### src/sv/ipatv_pkg.sv
// ipatv_pkg: types, codes and character helpers for the ip address text validator
// used by ip_address_text_validator, ipatv_checker and the testbench; no dependencies

package ipatv_pkg;

    localparam logic [1:0] VERDICT_INVALID = 2'd0;
    localparam logic [1:0] VERDICT_IPV4    = 2'd1;
    localparam logic [1:0] VERDICT_IPV6    = 2'd2;

    localparam logic [1:0] MODE_EITHER = 2'd0;
    localparam logic [1:0] MODE_IPV4   = 2'd1;
    localparam logic [1:0] MODE_IPV6   = 2'd2;

    localparam logic [7:0] CHAR_COLON = 8'h3A;
    localparam logic [7:0] CHAR_DOT   = 8'h2E;

    localparam logic [2:0] LAST_DOT_COUNT = 3'd3;
    localparam logic [1:0] MAX_DEC_DIGITS = 2'd3;
    localparam logic [2:0] MAX_HEX_DIGITS = 3'd4;
    localparam logic [3:0] GROUP_SAT      = 4'd15;
    localparam logic [9:0] OCTET_MAX      = 10'd255;
    localparam logic [4:0] GROUPS_FULL    = 5'd8;
    localparam logic [4:0] GROUPS_SHORT   = 5'd7;

    typedef struct packed {
        logic [2:0] dots_seen;
        logic [1:0] decimal_digits;
        logic [9:0] octet_value;
        logic       v4_still_ok;
        logic [3:0] group_count;
        logic [2:0] hex_digits;
        logic       double_colon_seen;
        logic       previous_was_colon;
        logic       in_v4_tail;
        logic       v6_still_ok;
        logic       at_text_start;
        logic       colon_seen;
        logic       pair_last;
    } track_t;

    localparam track_t TRACK_RESET = '{
        dots_seen:          3'd0,
        decimal_digits:     2'd0,
        octet_value:        10'd0,
        v4_still_ok:        1'b1,
        group_count:        4'd0,
        hex_digits:         3'd0,
        double_colon_seen:  1'b0,
        previous_was_colon: 1'b0,
        in_v4_tail:         1'b0,
        v6_still_ok:        1'b1,
        at_text_start:      1'b1,
        colon_seen:         1'b0,
        pair_last:          1'b0
    };

    // bit 4 flags a hex digit, bits 3:0 hold its value
    function automatic logic [4:0] hex_decode(input logic [7:0] c);
        logic [4:0] r;
        r = 5'd0;
        if (c >= 8'h30 && c <= 8'h39)
        begin
            r = {1'b1, 4'(c - 8'h30)};
        end
        else if (c >= 8'h61 && c <= 8'h66)
        begin
            r = {1'b1, 4'(c - 8'h57)};
        end
        else if (c >= 8'h41 && c <= 8'h46)
        begin
            r = {1'b1, 4'(c - 8'h37)};
        end
        return r;
    endfunction

endpackage

### src/sv/ip_address_text_validator.sv
// ip_address_text_validator: per-character ipv4/ipv6 address text checker
// depends on ipatv_pkg
// a final character is registered in stage 0, and its verdict is registered at the output
// throughput: one character per cycle; input stalls only while a final
// character waits behind a verdict that is itself stalled at the output
// reset: asynchronous, clears the trackers, empties both stages, mode to 0

module ip_address_text_validator
    import ipatv_pkg::*;
(
    input  logic       clk,
    input  logic       rst_n,
    input  logic       cfg_valid,
    output logic       cfg_ready,
    input  logic [1:0] address_mode,
    input  logic       in_valid,
    output logic       in_stall,
    input  logic [7:0] char_code,
    input  logic       end_of_text,
    output logic       out_valid,
    input  logic       out_stall,
    output logic [1:0] verdict
);

    logic [1:0] mode_reg;
    logic       s0_valid_reg, s0_valid_next;
    logic [7:0] s0_char_reg;
    logic       s0_last_reg;
    track_t     track_reg, track_next;
    logic       out_valid_reg, out_valid_next;
    logic [1:0] verdict_reg, verdict_next;
    logic       s0_block, s0_fire, in_accept;

    assign cfg_ready = 1'b1;
    assign s0_block  = s0_valid_reg && s0_last_reg && out_valid_reg && out_stall;
    assign s0_fire   = s0_valid_reg && !s0_block;
    assign in_stall  = s0_block;
    assign in_accept = in_valid && !in_stall;
    assign out_valid = out_valid_reg;
    assign verdict   = verdict_reg;

    always_comb
    begin
        s0_valid_next = s0_valid_reg;
        if (in_accept)
        begin
            s0_valid_next = 1'b1;
        end
        else if (s0_fire)
        begin
            s0_valid_next = 1'b0;
        end
    end

    always_comb
    begin
        track_t     st;
        logic [4:0] hx;
        logic [9:0] oct;
        logic       dotted, v4, v6;
        logic [4:0] total;
        st     = track_reg;
        hx     = hex_decode(s0_char_reg);
        oct    = 10'(st.octet_value * 10'd10) + {6'd0, hx[3:0]};
        dotted = 1'b0;
        v4     = 1'b0;
        v6     = 1'b0;
        total  = 5'd0;
        verdict_next = verdict_reg;
        if (s0_fire)
        begin
            if (s0_char_reg == CHAR_COLON)
            begin
                st.colon_seen = 1'b1;
                if (st.in_v4_tail)
                begin
                    st.v6_still_ok = 1'b0;
                end
                else if (st.previous_was_colon)
                begin
                    if (st.double_colon_seen)
                    begin
                        st.v6_still_ok = 1'b0;
                    end
                    st.double_colon_seen = 1'b1;
                    st.pair_last = 1'b1;
                end
                else if (st.hex_digits == 3'd0)
                begin
                    if (!st.at_text_start)
                    begin
                        st.v6_still_ok = 1'b0;
                    end
                    st.pair_last = 1'b0;
                end
                else
                begin
                    if (st.group_count < GROUP_SAT)
                    begin
                        st.group_count = st.group_count + 4'd1;
                    end
                    st.hex_digits = 3'd0;
                    st.pair_last = 1'b0;
                end
                st.previous_was_colon = 1'b1;
                if (!st.in_v4_tail)
                begin
                    st.dots_seen      = 3'd0;
                    st.decimal_digits = 2'd0;
                    st.octet_value    = 10'd0;
                    st.v4_still_ok    = 1'b1;
                end
                st.at_text_start = 1'b0;
            end
            else
            begin
                // a lone leading colon is fatal
                if (st.previous_was_colon && !st.pair_last && st.group_count == 4'd0)
                begin
                    st.v6_still_ok = 1'b0;
                end
                st.previous_was_colon = 1'b0;
                st.pair_last = 1'b0;
                if (s0_char_reg == CHAR_DOT)
                begin
                    if (!st.in_v4_tail)
                    begin
                        if (st.colon_seen && st.v4_still_ok && st.decimal_digits != 2'd0)
                        begin
                            st.in_v4_tail = 1'b1;
                        end
                        else
                        begin
                            st.v6_still_ok = 1'b0;
                        end
                    end
                    if (st.decimal_digits == 2'd0 || st.dots_seen >= LAST_DOT_COUNT)
                    begin
                        st.v4_still_ok = 1'b0;
                    end
                    else
                    begin
                        st.dots_seen      = st.dots_seen + 3'd1;
                        st.decimal_digits = 2'd0;
                        st.octet_value    = 10'd0;
                    end
                end
                else if (hx[4])
                begin
                    if (!st.in_v4_tail)
                    begin
                        if (st.hex_digits >= MAX_HEX_DIGITS)
                        begin
                            st.v6_still_ok = 1'b0;
                        end
                        else
                        begin
                            st.hex_digits = st.hex_digits + 3'd1;
                        end
                    end
                    if (hx[3:0] > 4'd9 || st.decimal_digits >= MAX_DEC_DIGITS)
                    begin
                        st.v4_still_ok = 1'b0;
                    end
                    else
                    begin
                        st.octet_value    = oct;
                        st.decimal_digits = st.decimal_digits + 2'd1;
                        if (oct > OCTET_MAX)
                        begin
                            st.v4_still_ok = 1'b0;
                        end
                    end
                end
                else
                begin
                    st.v4_still_ok = 1'b0;
                    st.v6_still_ok = 1'b0;
                end
                if (st.in_v4_tail && !st.v4_still_ok)
                begin
                    st.v6_still_ok = 1'b0;
                end
                st.at_text_start = 1'b0;
            end

            if (s0_last_reg)
            begin
                dotted = st.v4_still_ok && st.dots_seen == LAST_DOT_COUNT
                         && st.decimal_digits != 2'd0;
                v4 = !st.colon_seen && dotted;
                v6 = st.v6_still_ok;
                total = {1'b0, st.group_count};
                if (st.previous_was_colon)
                begin
                    if (!st.pair_last)
                    begin
                        v6 = 1'b0;
                    end
                end
                else if (st.in_v4_tail)
                begin
                    if (!dotted)
                    begin
                        v6 = 1'b0;
                    end
                    total = total + 5'd2;
                end
                else
                begin
                    if (st.hex_digits == 3'd0)
                    begin
                        v6 = 1'b0;
                    end
                    total = total + 5'd1;
                end
                if (st.double_colon_seen ? (total > GROUPS_SHORT) : (total != GROUPS_FULL))
                begin
                    v6 = 1'b0;
                end
                case (mode_reg)
                    MODE_IPV4:
                    begin
                        verdict_next = v4 ? VERDICT_IPV4 : VERDICT_INVALID;
                    end
                    MODE_IPV6:
                    begin
                        verdict_next = v6 ? VERDICT_IPV6 : VERDICT_INVALID;
                    end
                    default:
                    begin
                        verdict_next = v4 ? VERDICT_IPV4 : (v6 ? VERDICT_IPV6 : VERDICT_INVALID);
                    end
                endcase
                st = TRACK_RESET;
            end
        end
        track_next = st;
    end

    always_comb
    begin
        out_valid_next = out_valid_reg && out_stall;
        if (s0_fire && s0_last_reg)
        begin
            out_valid_next = 1'b1;
        end
    end

    always_ff @(posedge clk or negedge rst_n)
    begin
        if (!rst_n)
        begin
            mode_reg      <= MODE_EITHER;
            s0_valid_reg  <= 1'b0;
            track_reg     <= TRACK_RESET;
            out_valid_reg <= 1'b0;
        end
        else
        begin
            if (cfg_valid && cfg_ready)
            begin
                mode_reg <= address_mode;
            end
            s0_valid_reg  <= s0_valid_next;
            track_reg     <= track_next;
            out_valid_reg <= out_valid_next;
        end
    end

    always_ff @(posedge clk)
    begin
        if (in_accept)
        begin
            s0_char_reg <= char_code;
            s0_last_reg <= end_of_text;
        end
        verdict_reg <= verdict_next;
    end

endmodule

### config.mk
export PLATFORM = sky130hd
export DESIGN_NAME = ip_address_text_validator
export DESIGN_NICKNAME = d
export VERILOG_FILES = /design/src/sv/ipatv_pkg.sv /design/src/sv/ip_address_text_validator.sv
export SDC_FILE = /design/constraint.sdc
export NUM_CORES = 1
export LEC_CHECK = 0
export ABC_CLOCK_PERIOD_IN_PS = 3800
export BUFFER_PORTS_ARGS = -buffer_cell sky130_fd_sc_hd__buf_4
export CAP_MARGIN = 20
export CORE_MARGIN = 2
export CORE_UTILIZATION = 30
export CTS_CLUSTER_DIAMETER = 150
export DETAILED_ROUTE_END_ITERATION = 10
export GPL_TIMING_DRIVEN = 0
export PLACE_DENSITY = 0.5
export SETUP_SLACK_MARGIN = 0.2
export SKIP_LAST_GASP = 1
export SLEW_MARGIN = 15
export SYNTH_ARGS = -nofsm -noshare
export SYNTH_HDL_FRONTEND = slang
export SYNTH_SLANG_ARGS = --single-unit
### constraint.sdc
create_clock -name clk -period 3.8 [get_ports clk]
set_clock_uncertainty 0.2 [all_clocks]
set_input_delay 0 -clock clk [delete_from_list [all_inputs] [get_ports clk]]
set_output_delay 0 -clock clk [all_outputs]
set_load 0.01 [all_outputs]
; Yosys cells after proc, flatten, opt, wreduce, memory -nomap -nowiden
; Cells that the tools add are included.
[classes]
n_mux = 81
n_mul = 1
eq_ne = 10
magnitude_cmp = 13
addsub = 10
reduce_logical = 33
[ops]
columns = cell, n
row1 = $mux 16, 3
row2 = $mux 1, 46
row3 = $mux 13, 3
row4 = $mux 5, 7
row5 = $mux 30, 1
row6 = $mux 12, 2
row7 = $mux 3, 7
row8 = $logic_and 1x1->1, 18
row9 = $eq 8x6->1 const B, 2
row10 = $ge 8x7->1 const B, 2
row11 = $le 8x7->1 const B, 2
row12 = $mux 15, 1
row13 = $mux 7, 2
row14 = $mux 4, 3
row15 = $add 10x4->10, 1
row16 = $gt 10x8->1 const B, 1
row17 = $mul 10x3->9 const B, 1
row18 = $ne 5x5->1 const B, 2
row19 = $ge 8x6->1 const B, 1
row20 = $le 8x6->1 const B, 1
row21 = $mux 2, 4
row22 = $mux 8, 1
row23 = $sub 4x3->4 const B, 2
row24 = $add 3x1->3 const B, 2
row25 = other kinds (26), 33
[word_totals]
register_bits = 45
inputBits = 16
wordCells = 167

; Logic depth before layout (Yosys ltp)
; Gate-level depths: netlist of the first run.
[depth]
word_depth = 27
mapped_depth = 17
mapped_depth_nobuf = 17

; Least setup slack after synthesis of the first run
; Ideal clock, no wire load.
[synth_timing]
path_kind = register -> register
from = register s0_char_reg[0]
to = register verdict_reg[1] (netlist: verdict[1]) (data pin)
t_arrival_ns = 3.561
setup_time_ns = 0.170
n_path_buf = 1
setup_slack_ns = -0.131
t_required_ns = 3.430
path_stages_with_launch = 15
cell_sequence = edfxtp_1 -> inv_1 -> ha_1 -> and4bb_4 -> or3b_1 -> buf_6 -> a311oi_2 -> mux2i_1 -> inv_1 -> ha_1 -> nor2_1 -> a2111oi_0 -> or4_1 -> a2111o_1 -> a311oi_2
[synth_via]
elab_chain_len = 26
word_cells_on_any_way = 84
[synth_rtl]
columns = element, line
row1 = from (decl), ip_address_text_validator.sv:27  ; logic [7:0] s0_char_reg;
row2 = from (signal assigned), ip_address_text_validator.sv:275  ; s0_char_reg <= char_code;
row3 = $ge 8x7->1 / $le 8x7->1 (equally long branches), ipatv_pkg.sv:69  ; else if (c >= 8'h41 && c <= 8'h46)
row4 = $logic_and 1x1->1, ipatv_pkg.sv:69
row5 = $mux 5, ipatv_pkg.sv:69
row6 = $mux 5, ipatv_pkg.sv:65  ; else if (c >= 8'h61 && c <= 8'h66)
row7 = $mux 5, ipatv_pkg.sv:61  ; if (c >= 8'h30 && c <= 8'h39)
row8 = $add 10x4->10, ip_address_text_validator.sv:64  ; oct = 10'(st.octet_value * 10'd10) + {6'd0, hx[3:0]};
row9 = $gt 10x8->1, ip_address_text_validator.sv:169  ; if (oct > OCTET_MAX)
row10 = $mux 1, ip_address_text_validator.sv:169
row11 = (+10 left out), --
row12 = $mux 1, ip_address_text_validator.sv:201  ; else if (st.in_v4_tail)
row13 = $mux 1, ip_address_text_validator.sv:194  ; if (st.previous_was_colon)
row14 = $mux 1, ip_address_text_validator.sv:217  ; if (st.double_colon_seen ? (total > GROUPS_SHORT) : (total != GROUPS_FULL))
row15 = $mux 1, ip_address_text_validator.sv:187  ; if (s0_last_reg)
row16 = $mux 1, ip_address_text_validator.sv:70  ; if (s0_fire)
row17 = $mux 2, "ip_address_text_validator.sv:228, ip_address_text_validator.sv:232"
row18 = $mux 2, ip_address_text_validator.sv:232  ; verdict_next = v4 ? VERDICT_IPV4 : (v6 ? VERDICT_IPV6 : VERDICT_INVALID);
row19 = $pmux 2 s2 (*), ip_address_text_validator.sv:221  ; case (mode_reg)
row20 = to (signal assigned), ip_address_text_validator.sv:278  ; verdict_reg <= verdict_next;
row21 = to (decl), ip_address_text_validator.sv:31  ; logic [1:0] verdict_reg, verdict_next;
; Mark *: on every way between the ends. The rest lies on a longest branch, timed or not. The select of a mux whose other input is x is not followed.
; A chain may end at the register's enable or synchronous reset.

; Worst setup path in the final report of the first run
; Same ends and word-level chain as after synthesis.

==> impl_metrics.csv, run 1 <==
group,metric,value,unit
status,status,"finished, violations left",
status,violations,"setup timing",
floorplanning,die_w,108.6,µm
synth,ys_warn_count,0,
synth,synth_nets,391,
synth,synth_edf_count,11,
clock_network,cts_inserted_buffers,5,
power,vdd_ir_drop_max,141.1,µV
clock_network,clk_latency,310,ps
routing,drt-initial-drc-count,220,
synth,synthTopCellsByArea,"dfrtp_1 23%, ha_1 11%, edfxtp_1 10%",
global_routing,antenna_found_initial,0,
sta,finalSetupViolCount,1,
finish,fin_cells,552,
clock_network,clkTransAtPathRegs,90,ps
power,p_int,753.3,µW
power,p_clk_frac,0.307,
global_routing,track_usage,0.1569,
routing,viasPerCell,5.201,
sta,worst_slew_pin_slew,961.7,ps
worst_setup_path,worstSetupStartpointType,"register",
routing,first_pass_iters,4,
worst_setup_path,crit_fanout,4,
finish,layout-drive-gt1-share,0.2476,
routing,totalWireLength,8722,µm
finish,antenna_cells,0,
worst_hold_path,holdPathEnd,"s0_char_reg[2]$_DFFE_PP_",
finish,nets,459,
synth,synth_cell_types,74,
sta,rsz0062_at_grt,"true",
worst_hold_path,worstHoldStart,"char_code[2]",
worst_hold_path,min_path_cells,2,
floorplanning,core_area,10750,µm²
placed_design,place_congestion,0.8463,
synth,synth.avg_cell_area,9.565,µm²
synth,ys_top_cells_by_count,"47 x nand2_1, 30 x dfrtp_1, 30 x ha_1",
synth,synthCells,343,
clock_network,root_buffer,"clkbuf_8",
finish,final_cell_area,4258,µm²
placed_design,dp_cells,502,
worst_setup_path,criticalPathCategory,"register to register",
floorplanning,fp.dieH,108.6,µm
synth,synth-seq-area-share,0.3535,
worst_setup_path,r2r-start,"s0_char_reg[0]$_DFFE_PP_",
flow_run,drv_cap,0,
sta,setup_ws,-56.45,ps
synth,netlist_area,3281,µm²
worst_setup_path,rrSetupSlack,-60,ps
power,switchingPower,315.7,µW
sta,final.min_clock_period,3856,ps
floorplanning,io_pins,21,
synth,yosysTopAreaCellShare,0.2288,
floorplanning,dieArea,11790,µm²
sta,fin_crit_sh,1.015,
synth,synth.ff_latch_count,44,
synth,synth.most_common_cell,"nand2_1",
synth,ys.flop_type,"dfrtp_1",
finish,largest_reg_flops,29,
worst_setup_path,required,3750,ps
sta,slew_headroom,0.3423,
placed_design,dpl_cell_area,3649,µm²
global_routing,grt.overflow.total,0,
worst_setup_path,r2r_cells,14,
floorplanning,row_count,38,
power,sw_frac_of_total,0.2953,
sta,maxSlewViolCount,0,
power,seq_power_share,0.495,
synth,async_reset_ff_frac,0.7500,
power,p_leak,0.001806,µW
clock_network,cts_tree,"yes",
global_routing,grt_pass1_vias,2785,
placed_design,dp_hpwl,6139,µm
floorplanning,start_util,0.3053,
routing,post_drt_wl_per_cell,15.80,µm
clock_network,cts.path.max_buffers,2,
worst_setup_path,crit_start,"s0_char_reg[0]$_DFFE_PP_",
routing,vias,2871,
sta,finalHoldViolations,0,
sta,max_freq,0.2593,GHz
worst_hold_path,hp-class,"input pin to register",
routing,antenna_left,0,
synth,synth_top_area_cell,"dfrtp_1",
clock_network,cts_max_level,2,
worst_setup_path,worst-endpoint-arrival,3800,ps
clock_network,clkSinkCount,44,
global_routing,grt_pass1_wl,14370,µm
worst_setup_path,r2r-end,"verdict[1]$_DFFE_PP_",
worst_setup_path,worstSetupEndpointType,"register",
placed_design,portBuffers,19,
routing,drc,0,
finish,area_growth,29.79,%
power,p_per_area,251.1,nW/µm²
global_routing,grt_max_degree,34,
power,combPwrFrac,0.197,
-- logic make-up (layout without fill, tap and decap cells) --
| kind of cell | after synthesis | count (layout) | synth area share |
|---|---|---|---|
| other | 1 | 1 | 0.001143 |
| AND/OR/NAND/NOR | 117 | 117 | 0.1926 |
| adder cells (fa/ha/maj) | 32 | 32 | 0.1266 |
| flip-flops | 44 | 44 | 0.3535 |
| multiplexers | 4 | 4 | 0.01411 |
| buffers and inverters | 38 | 107 | 0.05072 |
| XOR/XNOR | 15 | 15 | 0.04653 |
| AO/OA/AOI/OAI | 92 | 92 | 0.2147 |
-- worst max-delay path, stage by stage (launching register included) --
cell       delay [ps]
edfxtp_1          480
inv_2             130
ha_4              170
inv_2              40
o311a_4           380
nor2_4            150
nor2_1             90
ha_1              340
nand4b_1          220
a2111oi_4         400
xnor2_2           170
and4_4            260
a21oi_2            70
a2111o_1          390
a311oi_2          190
-- cell usage in the layout (no fill, tap or decap), types with 5 or more instances in the layout --
master and instances:
nand2b_1 7, o21ai_0 14, dfrtp_1 30, xor2_1 6, xnor2_1 6, clkbuf_1 8
nor2_1 18, edfxtp_1 11, o22ai_1 5, o41ai_1 8, buf_4 44, a21oi_1 9
inv_1 20, o31ai_1 5, ha_1 25, dlygate4sd3_1 18, nand4_1 5, nand2_1 47
clkbuf_8 6
-- power groups by stage --
stage | Clock [µW] | Sequential [µW] | Combinational [µW]
floorplan | 0 | 535 | 108
global placement | 0 | 540 | 167
detailed placement | 0 | 541 | 168
CTS | 333 | 529 | 203
global route | 362 | 533 | 233
finish | 328 | 530 | 211
-- per-stage QoR --
stage               setup WS, ps  TNS, ps  hold slack (ps)  utilization  power, µW
CTS                       -49.52   -49.52            206.3       0.3834       1065
detailed placement        -299.4   -689.6           -203.1       0.3395      708.8
floorplan                  126.9        0           -495.6            -      643.6
finish                    -56.45   -56.45            199.3       0.3963       1069
global route              -229.1   -340.9            195.5       0.3963       1128
global placement          -261.6   -606.4           -214.8       0.3395      707.6
-- how the worst max path moves through the flow --
stage | endpoint | slack (ps) | cells past startpoint
final | verdict[1]$_DFFE_PP_ | -60 | 14
after global routing | verdict[1]$_DFFE_PP_ | -230 | 15
after CTS | verdict[1]$_DFFE_PP_ | -50 | 14
after detailed placement | verdict[1]$_DFFE_PP_ | -300 | 15
after global placement | verdict[1]$_DFFE_PP_ | -260 | 14
after floorplan | verdict[1]$_DFFE_PP_ | 130 | 14
-- cell type report --
| class | instances | area (µm²) |
|---|---|---|
| buffer | 14 | 76.32 |
| multi-input combinational | 261 | 2157 |
| fill | 1099 | 6487 |
| clock inverter | 2 | 13.76 |
| inverter | 24 | 90.09 |
| clock buffer | 6 | 82.58 |
| tap | 140 | 175.2 |
| timing repair buffer | 61 | 503.0 |
| sequential | 44 | 1160 |
-- per-layer routing --
layer | share of wire | vias to the layer above | GRT usage | routed length [µm]
met3 | 0.040 | 5 | 0.02230 | 345
met5 | 0 | - | 0 | 0
met4 | 0.0064 | 0 | 0.04304 | 56
met1 | 0.48 | 1396 | 0.2217 | 4190
li1 | - | 1405 | - | -
met2 | 0.47 | 65 | 0.2500 | 4129
-- repair_timing --
item,4_1_cts,5_1_grt
endpoints found under the hold margin,46,0
setup endpoints to repair,4,4
hold buffers,18,0
gates resized for setup,11,17
pin swaps,12,17
buffers inserted,18,6
(Power assumes the default switching activity.)
==> run 2: changes to the inputs <==
--- a/config.mk
+++ b/config.mk
@@ -13,6 +13,7 @@
 export CTS_CLUSTER_DIAMETER = 150
 export DETAILED_ROUTE_END_ITERATION = 10
 export GPL_TIMING_DRIVEN = 0
+export MAX_ROUTING_LAYER = met4
 export PLACE_DENSITY = 0.5
 export SETUP_SLACK_MARGIN = 0.2
 export SKIP_LAST_GASP = 1
==> run 2 against run 1 <==
Compared with the run above: the run still ends with setup timing left; wire length is 0.33% lower; final cell count stayed put; flip-flop and latch count stayed put; setup slack hardly changed; non-clock buffer count stayed put; sequential share of layout area stayed put; register-to-register slack hardly changed; global-route usage is 0.46 points higher; via count is 0.28% lower; critical path depth stayed put; sequential power hardly changed; utilization stayed put; highest routed layer unchanged.
==> impl_metrics.csv, run 2 (synthesis results as in run 1) <==
group,metric,value,unit
routing,viasPerCell,5.187,
routing,vias,2863,
floorplanning,start_util,0.3053,
finish,nets,459,
global_routing,grt_pass1_vias,2785,
worst_hold_path,worstHoldStart,"char_code[2]",
worst_setup_path,r2r_cells,14,
sta,fin_crit_sh,1.015,
status,violations,"setup timing",
clock_network,clk_latency,310,ps
routing,met3WireLength,345,µm
worst_setup_path,required,3740,ps
placed_design,pre_cts_ws,-299.4,ps
sta,hold_ws,203.8,ps
routing,drc,0,
worst_setup_path,rrSetupSlack,-60,ps
worst_hold_path,hp-class,"input pin to register",
clock_network,cts_tree,"yes",
sta,max_freq,0.2593,GHz
worst_hold_path,holdPathEnd,"s0_char_reg[2]$_DFFE_PP_",
global_routing,antenna_found_initial,0,
floorplanning,dieArea,11790,µm²
clock_network,cts.path.max_buffers,2,
power,p_total,1069,µW
sta,fin_tns_setup,-56.53,ps
floorplanning,core_area,10750,µm²
finish,final_common_cell,"nand2_1",
power,vdd_ir_drop_max,140.4,µV
placed_design,place_congestion,0.8596,
floorplanning,row_count,38,
sta,worst_slew_pin_slew,962.0,ps
status,status,"finished, violations left",
sta,rsz0062_at_grt,"true",
finish,fin_cells,552,
placed_design,dp_hpwl,6139,µm
global_routing,grt_pass1_wl,14370,µm
clock_network,root_buffer,"clkbuf_8",
clock_network,clkTransAtPathRegs,90,ps
sta,finalHoldViolations,0,
sta,finalSetupViolCount,1,
routing,highest_layer,"met4",
sta,setup_ws,-56.53,ps
placed_design,portBuffers,19,
finish,layout-drive-gt1-share,0.2476,
routing,drt-met1-wl,4121,µm
routing,drt-initial-drc-count,233,
global_routing,grt.overflow.total,0,
floorplanning,fp.dieH,108.6,µm
power,p_per_area,251.1,nW/µm²
routing,wl_met2,4154,µm
finish,layout_common_cells,"47 x nand2_1, 44 x buf_4, 30 x dfrtp_1",
sta,slew_headroom,0.3421,
clock_network,clkSinkCount,44,
worst_setup_path,worst-endpoint-arrival,3800,ps
finish,largest_reg_flops,29,
finish,antenna_cells,0,
clock_network,cts_inserted_buffers,5,
global_routing,track_usage,0.1614,
clock_network,cts_max_level,2,
finish,n_fill_cell,1099,
power,p_leak,0.001806,µW
routing,antenna_left,0,
routing,first_pass_iters,4,
worst_setup_path,r2r-end,"verdict[1]$_DFFE_PP_",
sta,maxSlewViolCount,0,
worst_setup_path,worstSetupStartpointType,"register",
floorplanning,die_w,108.6,µm
floorplanning,io_pins,21,
placed_design,dp_cells,502,
routing,post_drt_wl_per_cell,15.75,µm
worst_setup_path,r2r-start,"s0_char_reg[0]$_DFFE_PP_",
worst_setup_path,criticalPathCategory,"register to register",
worst_setup_path,worstSetupEndpointType,"register",
global_routing,grt_max_degree,34,
routing,totalWireLength,8693,µm
sta,final.min_clock_period,3857,ps
worst_setup_path,crit_fanout,4,
flow_run,drv_cap,0,
finish,area_growth,29.79,%
worst_hold_path,min_path_cells,2,
[run 2: cell counts in the layout (fill, tap and decap cells not counted)]
Identical to the previous run, type by type.
[run 2: repair_timing]
item                       CTS  global route
hold buffers                18             0
buffers inserted            18             6
pin swaps                   12            17
hold endpoints to repair    46             0
setup endpoints to repair    4             4
gates resized for setup     11            17
[run 2: per-stage QoR]
step                  util  area [µm²]
finish              0.3963        4258
global placement    0.3395        3649
detailed placement  0.3395        3649
global route        0.3963        4258
floorplan                -        3331
CTS                 0.3834        4120
[run 2: report_power, final]
part | internal [µW] | switching (µW) | total (µW)
combinational | 94.6 | 117 | 211
sequential | 510 | 19.9 | 530
clock | 149 | 179 | 328
total | 753 | 316 | 1070
[run 2: area by class of cell]
cell class	count	area, µm²	share of cell area
clock inverters	2	13.76	0.003232
inverters	24	90.09	0.02116
repair buffers	61	503.0	0.1181
well taps	140	175.2	0.04114
clock buffers	6	82.58	0.01939
plain buffers	14	76.32	0.01793
multi-input cells	261	2157	0.5066
flip-flops and latches	44	1160	0.2724
[run 2: per-layer routing]
layer  track usage  up-vias
met4       0.04304        0
li1              -     1412
met1        0.2217     1393
met2        0.2500       52
met5             -        -
met3       0.02230        6
[run 2: worst max path at each step]
stage                            to                      from  depth (start not counted)  slack (ps)
5_1_grt        verdict[1]$_DFFE_PP_  s0_char_reg[0]$_DFFE_PP_                         15        -230
3_3_place_gp   verdict[1]$_DFFE_PP_  s0_char_reg[0]$_DFFE_PP_                         14        -260
3_5_place_dp   verdict[1]$_DFFE_PP_  s0_char_reg[1]$_DFFE_PP_                         15        -300
2_1_floorplan  verdict[1]$_DFFE_PP_  s0_char_reg[0]$_DFFE_PP_                         14         130
6_report       verdict[1]$_DFFE_PP_  s0_char_reg[0]$_DFFE_PP_                         14         -60
4_1_cts        verdict[1]$_DFFE_PP_  s0_char_reg[0]$_DFFE_PP_                         14         -50
[run 2: worst max-delay path, stage by stage, from the launching register on]
cell and delay [ps]:
edfxtp_1 480, inv_2 130, ha_4 170, inv_2 40
o311a_4 380, nor2_4 140, nor2_1 90, ha_1 340
nand4b_1 220, a2111oi_4 400, xnor2_2 170, and4_4 270
a21oi_2 80, a2111o_1 390, a311oi_2 190
==> run 3: changes to the inputs <==
--- a/config.mk
+++ b/config.mk
@@ -14,7 +14,7 @@
 export DETAILED_ROUTE_END_ITERATION = 10
 export GPL_TIMING_DRIVEN = 0
 export MAX_ROUTING_LAYER = met4
-export PLACE_DENSITY = 0.5
+export PLACE_DENSITY = 0.46
 export SETUP_SLACK_MARGIN = 0.2
 export SKIP_LAST_GASP = 1
 export SLEW_MARGIN = 15
==> run 3 against run 2 <==
Compared with the run above: the flow now finishes without violations; utilization up 0.40 points; final area rose by 1.0%; clock-buffer cell count fell by 1; die area stayed put; wire length grew 0.45%; hold slack better by 8.7 ps; global-route usage down 0.32 points; non-clock buffer count shrank 1; critical path depth is 2 higher; first-iteration DRC count is 50% lower; highest routed layer unchanged.
==> impl_metrics.csv, run 3 (synthesis results as in run 1) <==
group,metric,value,unit
worst_setup_path,r2r_cells,16,
routing,totalWireLength,8732,µm
power,p_int,814.2,µW
finish,n_fill_cell,1099,
placed_design,place_congestion,0.8236,
clock_network,clk_latency,310,ps
sta,final.min_clock_period,3780,ps
global_routing,antenna_found_initial,0,
power,seq_power_share,0.464,
floorplanning,die_w,108.6,µm
routing,viasPerCell,5.178,
power,vdd_ir_drop_max,163.1,µV
finish,final-seq-area,1160,µm²
finish,multiInputGateArea,2175,µm²
global_routing,grt_pass1_vias,2724,
floorplanning,start_util,0.3053,
flow_run,drv_cap,0,
floorplanning,io_pins,21,
worst_setup_path,required,3740,ps
finish,largest_reg_flops,29,
clock_network,root_buffer,"clkbuf_8",
clock_network,clkSinkCount,44,
worst_setup_path,criticalPathCategory,"register to register",
placed_design,pre_cts_ws,-283.5,ps
sta,maxSlewViolCount,0,
worst_setup_path,crit_fanout,3,
floorplanning,row_count,38,
clock_network,cts_tree,"yes",
clock_network,cts_inserted_buffers,5,
finish,area_growth,31.08,%
floorplanning,dieArea,11790,µm²
placed_design,portBuffers,19,
finish,nets,458,
global_routing,grt.overflow.total,0,
sta,rsz0062_at_grt,"true",
power,sw_frac_of_total,0.2873,
sta,worst_slew_pin_slew,882.1,ps
sta,max_freq,0.2646,GHz
floorplanning,fp.dieH,108.6,µm
routing,post_drt_wl_per_cell,15.85,µm
clock_network,clkTransAtPathRegs,100,ps
sta,finalSetupViolCount,0,
clock_network,cts.path.max_buffers,2,
finish,antenna_cells,0,
sta,setup_ws,20.19,ps
routing,drc,0,
global_routing,grt_pass1_wl,14080,µm
worst_setup_path,worstSetupStartpointType,"register",
sta,fin_crit_sh,0.9947,
power,p_leak,0.001828,µW
power,switchingPower,328.2,µW
status,status,"completed",
sta,finalHoldViolations,0,
global_routing,track_usage,0.1582,
routing,vias,2853,
placed_design,dp_hpwl,6186,µm
worst_setup_path,worst-endpoint-arrival,3720,ps
finish,layout_common_cells,"47 x nand2_1, 43 x buf_4, 30 x dfrtp_1",
finish,layout-drive-gt1-share,0.2530,
routing,first_pass_iters,4,
global_routing,grt_max_degree,25,
power,p_per_area,265.6,nW/µm²
finish,final_common_cell,"nand2_1",
clock_network,cts_max_level,2,
routing,antenna_left,0,
power,p_clk_frac,0.338,
sta,slew_headroom,0.3968,
floorplanning,core_area,10750,µm²
sta,hold_ws,212.5,ps
worst_hold_path,hp-class,"input pin to register",
worst_setup_path,worstSetupEndpointType,"register",
routing,drt-initial-drc-count,117,
power,p_total,1142,µW
worst_hold_path,min_path_cells,2,
power,combPwrFrac,0.199,
## run 3: cell type report
cell class / count / area share
Timing Repair Buffer: 60 / 0.1181
Clock buffer: 5 / 0.01600
Clock inverter: 3 / 0.01047
Multi-Input combinational cell: 261 / 0.5057
Buffer: 14 / 0.01833
Sequential cell: 44 / 0.2697
Inverter: 24 / 0.02095
Tap cell: 140 / 0.04073
## run 3: worst max-delay path, cell delays in order (launching register included)
cell and delay (ps):
edfxtp_1 420, inv_2 120, buf_12 110, ha_4 150
inv_2 50, o311a_4 330, nor2_4 110, nor2_2 50
ha_1 270, a21o_1 130, nand4b_1 190, a2111oi_4 400
xnor2_2 170, and4_4 260, a21oi_2 70, a2111o_1 390
a311oi_2 190
## run 3: per-layer routing
layer	global-route usage	wire length, µm	vias up
met3	0.02230	332	8
li1	-	-	1405
met5	-	0	-
met1	0.2222	4271	1385
met2	0.2429	4032	55
met4	0.03388	96	0
## run 3: path summary, 6_finish.rpt
check	endpoint	slack [ps]	from
max in group asynchronous	track_reg[4]$_DFFE_PN0P_	1720	rst_n
min in group asynchronous	track_reg[25]$_DFFE_PN0P_	480	rst_n
worst min register to register	track_reg[2]$_DFFE_PN1P_	270	track_reg[2]$_DFFE_PN1P_
worst max-delay path	verdict[1]$_DFFE_PP_	20	s0_char_reg[0]$_DFFE_PP_
worst min-delay path	s0_char_reg[7]$_DFFE_PP_	210	char_code[7]
worst max register to register	verdict[1]$_DFFE_PP_	20	s0_char_reg[0]$_DFFE_PP_
## run 3: through the flow
stage / area [µm²] / util / instances / TNS (ps)
floorplan: 3331 / - / 343 / 0
global route: 4300 / 0.4002 / 551 / -205.2
finish: 4300 / 0.4002 / 551 / 0
detailed placement: 3649 / 0.3395 / 502 / -602.4
CTS: 4170 / 0.3881 / 543 / -35.59
global placement: 3649 / 0.3395 / 502 / -544.5
## run 3: what timing repair did
action | 4_1_cts | 5_1_grt
endpoints found under the hold margin | 46 | 0
buffers inserted | 15 | 8
resized for setup | 21 | 14
hold buffers | 18 | 0
pin swaps | 13 | 13
setup endpoints to repair | 4 | 4
## run 3: power groups by stage
stage	Clock (µW)	Sequential, µW	Combinational (µW)
6_report	386	530	227
4_1_cts	391	529	214
3_5_place_dp	0	541	168
5_1_grt	407	533	248
3_3_place_gp	0	540	167
2_1_floorplan	0	535	108
